File: src/hw/rtl/dcmv_pkg.sv
// ----------------------------------------------------------------------------
// dcmv_pkg
// shared types, constants and command codes for the motor/vehicle plant step
// ----------------------------------------------------------------------------
package dcmv_pkg;

  localparam int unsigned QW = 32;   // q16.16 word
  localparam int unsigned RW = 31;   // register width
  localparam int unsigned CFG_IDX_W = 3;

  localparam logic signed [QW-1:0] EPSILON   = 32'sd655;
  localparam logic signed [QW-1:0] FORCE_CAP = 32'sd327680;

  localparam logic [RW-1:0] DRIVE_GAIN_RST = 31'd65536;
  localparam logic [RW-1:0] GEAR_RST       = 31'd3276800;
  localparam logic [RW-1:0] RADIUS_RST     = 31'd6554;
  localparam logic [RW-1:0] ROLL_RST       = 31'd131072;
  localparam logic [RW-1:0] STAT_RST       = 31'd196608;
  localparam logic [RW-1:0] MASS_RST       = 31'd32768;

  localparam logic [CFG_IDX_W-1:0] REG_DRIVE_GAIN = 3'd0;
  localparam logic [CFG_IDX_W-1:0] REG_GEAR       = 3'd1;
  localparam logic [CFG_IDX_W-1:0] REG_RADIUS     = 3'd2;
  localparam logic [CFG_IDX_W-1:0] REG_ROLL       = 3'd3;
  localparam logic [CFG_IDX_W-1:0] REG_STAT       = 3'd4;
  localparam logic [CFG_IDX_W-1:0] REG_MASS       = 3'd5;

  // datapath micro-operations
  typedef enum logic [3:0] {
    OP_NONE,
    OP_LOAD,      // latch inputs, energy = sat(drive*gain)
    OP_DIV_TARM,  // start t_arm = energy / max(omega, eps)
    OP_MUL_TWHL,  // t_wheel = t_arm * gear
    OP_DIV_FWHL,  // start f_wheel = t_wheel / radius
    OP_DIV_VG,    // cap force, start omega / gear
    OP_MUL_VVEH,  // v_veh = q * radius
    OP_FORCE,     // friction, start accel = f / mass
    OP_MUL_DV,    // v_veh += accel * dt, floor 0
    OP_DIV_VR,    // start v_veh / radius
    OP_MUL_OMEGA  // omega = q * gear, store
  } dp_op_t;

  typedef struct packed {
    dp_op_t op;
  } dp_cmd_t;

  typedef struct packed {
    logic div_busy;
  } dp_sts_t;

  function automatic logic signed [QW-1:0] sat32(input logic signed [65:0] v);
    if (v > 66'sd2147483647) return 32'sh7fffffff;
    else if (v < -66'sd2147483648) return 32'sh80000000;
    else return v[QW-1:0];
  endfunction

endpackage

File: src/hw/rtl/dcmv_ctrl.sv
// ----------------------------------------------------------------------------
// dcmv_ctrl
// step sequencer issuing datapath operations
// ----------------------------------------------------------------------------
module dcmv_ctrl import dcmv_pkg::*; (
  input  logic    clk,
  input  logic    rst_n,
  input  logic    in_fire,
  input  logic    out_fire,
  input  dp_sts_t sts,
  output dp_cmd_t cmd,
  output logic    in_ready,
  output logic    out_valid
);
  typedef enum logic [3:0] {
    S_IDLE, S_TARM, S_W1, S_TWHL, S_FWHL, S_W2, S_VG, S_W3, S_VVEH,
    S_FORCE, S_W4, S_DV, S_VR, S_W5, S_OMEGA, S_OUT
  } state_t;

  state_t state_r;

  always_comb begin
    cmd.op = OP_NONE;
    case (state_r)
      S_IDLE:  if (in_fire) cmd.op = OP_LOAD;
      S_TARM:  cmd.op = OP_DIV_TARM;
      S_TWHL:  cmd.op = OP_MUL_TWHL;
      S_FWHL:  cmd.op = OP_DIV_FWHL;
      S_VG:    cmd.op = OP_DIV_VG;
      S_VVEH:  cmd.op = OP_MUL_VVEH;
      S_FORCE: cmd.op = OP_FORCE;
      S_DV:    cmd.op = OP_MUL_DV;
      S_VR:    cmd.op = OP_DIV_VR;
      S_OMEGA: cmd.op = OP_MUL_OMEGA;
      default: ;
    endcase
  end

  always_ff @(posedge clk) begin
    if (!rst_n) begin
      state_r <= S_IDLE;
    end else begin
      case (state_r)
        S_IDLE:  if (in_fire) state_r <= S_TARM;
        S_TARM:  state_r <= S_W1;
        S_W1:    if (!sts.div_busy) state_r <= S_TWHL;
        S_TWHL:  state_r <= S_FWHL;
        S_FWHL:  state_r <= S_W2;
        S_W2:    if (!sts.div_busy) state_r <= S_VG;
        S_VG:    state_r <= S_W3;
        S_W3:    if (!sts.div_busy) state_r <= S_VVEH;
        S_VVEH:  state_r <= S_FORCE;
        S_FORCE: state_r <= S_W4;
        S_W4:    if (!sts.div_busy) state_r <= S_DV;
        S_DV:    state_r <= S_VR;
        S_VR:    state_r <= S_W5;
        S_W5:    if (!sts.div_busy) state_r <= S_OMEGA;
        S_OMEGA: state_r <= S_OUT;
        S_OUT:   if (out_fire) state_r <= S_IDLE;
        default: state_r <= S_IDLE;
      endcase
    end
  end

  assign in_ready  = (state_r == S_IDLE);
  assign out_valid = (state_r == S_OUT);
endmodule

File: config.mk
export PLATFORM = sky130hd
export DESIGN_NAME = dcmv_ctrl
export DESIGN_NICKNAME = d
export VERILOG_FILES = /design/src/hw/rtl/dcmv_pkg.sv /design/src/hw/rtl/dcmv_ctrl.sv
export SDC_FILE = /design/constraint.sdc
export NUM_CORES = 1
export LEC_CHECK = 0
export BUFFER_PORTS_ARGS = -buffer_cell sky130_fd_sc_hd__buf_2
export CAP_MARGIN = 15
export CORE_AREA = 2 2 39 41
export DETAILED_ROUTE_END_ITERATION = 8
export DIE_AREA = 0 0 41 43
export HOLD_SLACK_MARGIN = 0.15
export SYNTH_ARGS = -nofsm -noshare
export SYNTH_HDL_FRONTEND = slang
export SYNTH_SLANG_ARGS = --single-unit
File: constraint.sdc
create_clock -name clk -period 1.9 [get_ports clk]
set_input_delay 0.19 -clock clk [delete_from_list [all_inputs] [get_ports clk]]
set_output_delay 0.19 -clock clk [all_outputs]
set_load 0.01 [all_outputs]
==> run metrics <==
vias in the first global route 258; Critical Path Fanout Max 9; die footprint between 0.0015 and 0.002 sq mm; total power 390 uW; Slew Limit Fails 0; top cell type's share of synthesized area 25.7%; status finished, final reports clean; Critical Path AT 1460 ps; site row count 14; async set-or-reset flop fraction in the synthesized netlist 0%; vias per std cell 4.54; f_max 607 MHz; num ports 11; syn nets 48; root buffer cell clkbuf_4; gr ovfl total 0; gr usage total 9.04%; # Post-CTS Setup Buffers 0; Hold Crit Class in2reg; H-Tree Depth 1; clock period minus worst slack between 1500 and 2000 ps; Worst-path clk slew about 40 ps; dpl cells 67; max reg flops 4; Worst R2R End state_r[0]$_SDFFE_PN0P_; critical path launch point type flip-flop; max_slew headroom 82.0%; initial antenna violation count 0; largest net degree at the start of global routing 10; CP endpoint kind output port; delay-heaviest family, CP simple AND/OR/NAND/NOR gates; antenna viol nets, final 0; Syn Inst Count 43; number of gates resized after cts 0; Slew @ Worst Pin around 270 ps; WP depth 4; layout cells sized above 1 33.3%; DRC violations left 0; Most used DFF post-synth dfxtp_1; Largest regs state_r: 4 flops; clock sinks 4; DPL Wire Length ~500 microns; Final TNS setup 0 ps; Lkg Pwr 0.000168 uW; Crit Path Category reg2out; Clock Latency Late Sink 230 ps; hold_buf cts 0; CTS Buf Count 3; RSZ-0062 raised after global routing false; slowest CP cell or4_4; Syn-to-layout area delta 24.5%; fin nets 61; Detailed Route WL 644 microns; Initial Util between 20% and 30%; slowest stage delay, CP 550 ps; max_cap viols 0; Clock Skew 5.70 ps; first-pass GRT wire length 1070 microns; Worst setup startpoint state_r[3]$_SDFFE_PN0P_; syn_area_per_cell 7.25 sq um; critical path, cell by cell or4_4, inv_2, a32o_1, buf_2; most frequent cell after synthesis nand2_1; die height 43 microns; non-filler cells, final 70; sequential fraction of the synthesis area about a quarter; routed via count 318; CTS tree built; r2r startpoint state_r[3]$_SDFFE_PN0P_; Area contributors post-synth dfxtp_1, nand2_1, nand2b_1; R2R depth 4; Reg with most FFs state_r; Tcrit/Tclk final around 87%; Yosys top cell by area dfxtp_1; core footprint roughly 0.0014 sq mm; Ant. Diodes 0; R2R setup slack 330 ps; critical path capture point cmd[0]; Cell Pwr Density ~1000 mW/mm^2; final RePlAce weighted congestion 0.805; Post-synth EDFFs 0; DRT Pass-1 Iters 3; Detailed Route Iter0 Violations 7; Die X approximately 40 microns; Yosys warnings 0; clk buf depth 2; final setup fails 0; hold slack 218 ps; wire length per cell 9.20 microns; Port Buffers 10; flops & latches, synth 4; Buf/Inv on CP 2; synth unique cells 20; critical path data required time 1710 ps; synth cell count leaders nand2_1, nor2_1, dfxtp_1; final hold violations 0; Synth Cell Area 312 sq um; worst vdd ir 0.444 mV
-- cell usage in the layout (no fill, tap or decap), types with 2 or more instances in the layout --
master / instances
nor2_1: 5
nand2_1: 9
nand3_1: 2
o21ai_1: 3
buf_2: 10
a21oi_1: 3
clkbuf_4: 3
dfxtp_1: 4
nand2b_1: 3
inv_1: 2
-- final cells by class --
type / instances / area [sq um]
Clock buffer: 3 / 22.5
Tap cell: 16 / 20.0
Multi-Input combinational cell: 34 / 204
Sequential cell: 4 / 80.1
Timing Repair Buffer: 10 / 50.0
Fill cell: 140 / 996
Inverter: 3 / 11.3
-- worst min path at each step --
| stage | from | to | depth (start not counted) |
|---|---|---|---|
| floorplan | rst_n | state_r[2]$_SDFFE_PN0P_ | 2 |
| global placement | rst_n | state_r[2]$_SDFFE_PN0P_ | 3 |
| detailed placement | rst_n | state_r[2]$_SDFFE_PN0P_ | 3 |
| CTS | rst_n | state_r[2]$_SDFFE_PN0P_ | 3 |
| global route | rst_n | state_r[3]$_SDFFE_PN0P_ | 2 |
| finish | rst_n | state_r[2]$_SDFFE_PN0P_ | 3 |
-- metrics by stage --
stage,cell area (sq um),setup WS [ps],utilization [%]
after floorplan,312,370,-
after global placement,365,328,26.4
after detailed placement,365,337,26.4
after CTS,388,238,28.0
after global routing,388,185,28.0
final,388,253,28.0
-- where the power goes --
part / total, uW / leakage [uW] / internal [uW] / switching [uW]
clock: 104 / 0.0000138 / 70.6 / 33.7
sequential: 125 / 0.0000328 / 99.0 / 25.6
combinational: 161 / 0.000122 / 83.8 / 77.3
-- metal layers --
| metal | track usage, % | routed length, microns | part of all wire [%] | up-vias |
|---|---|---|---|---|
| li1 | - | - | - | 172 |
| met1 | 13.2 | 326 | 51 | 143 |
| met2 | 9.69 | 303 | 47 | 3 |
| met3 | 4.71 | 14 | 2.2 | 0 |
| met4 | 6.00 | 0 | 0 | 0 |
| met5 | 0 | 0 | 0 | - |
-- cell families after synthesis --
kind of cell,after synthesis,share of synthesized area [%]
AOI/OAI and AO/OA,10,22.5
buffers and inverters,5,8.83
DFF,4,25.7
muxes,1,3.21
and+or+nand+nor,23,39.8
-- tightest hold or removal path, cell delays in order --
cell and delay [ps]:
buf_2 120, nand2_1 50, a21oi_1 30
Power figures use the tool's default switching activity.
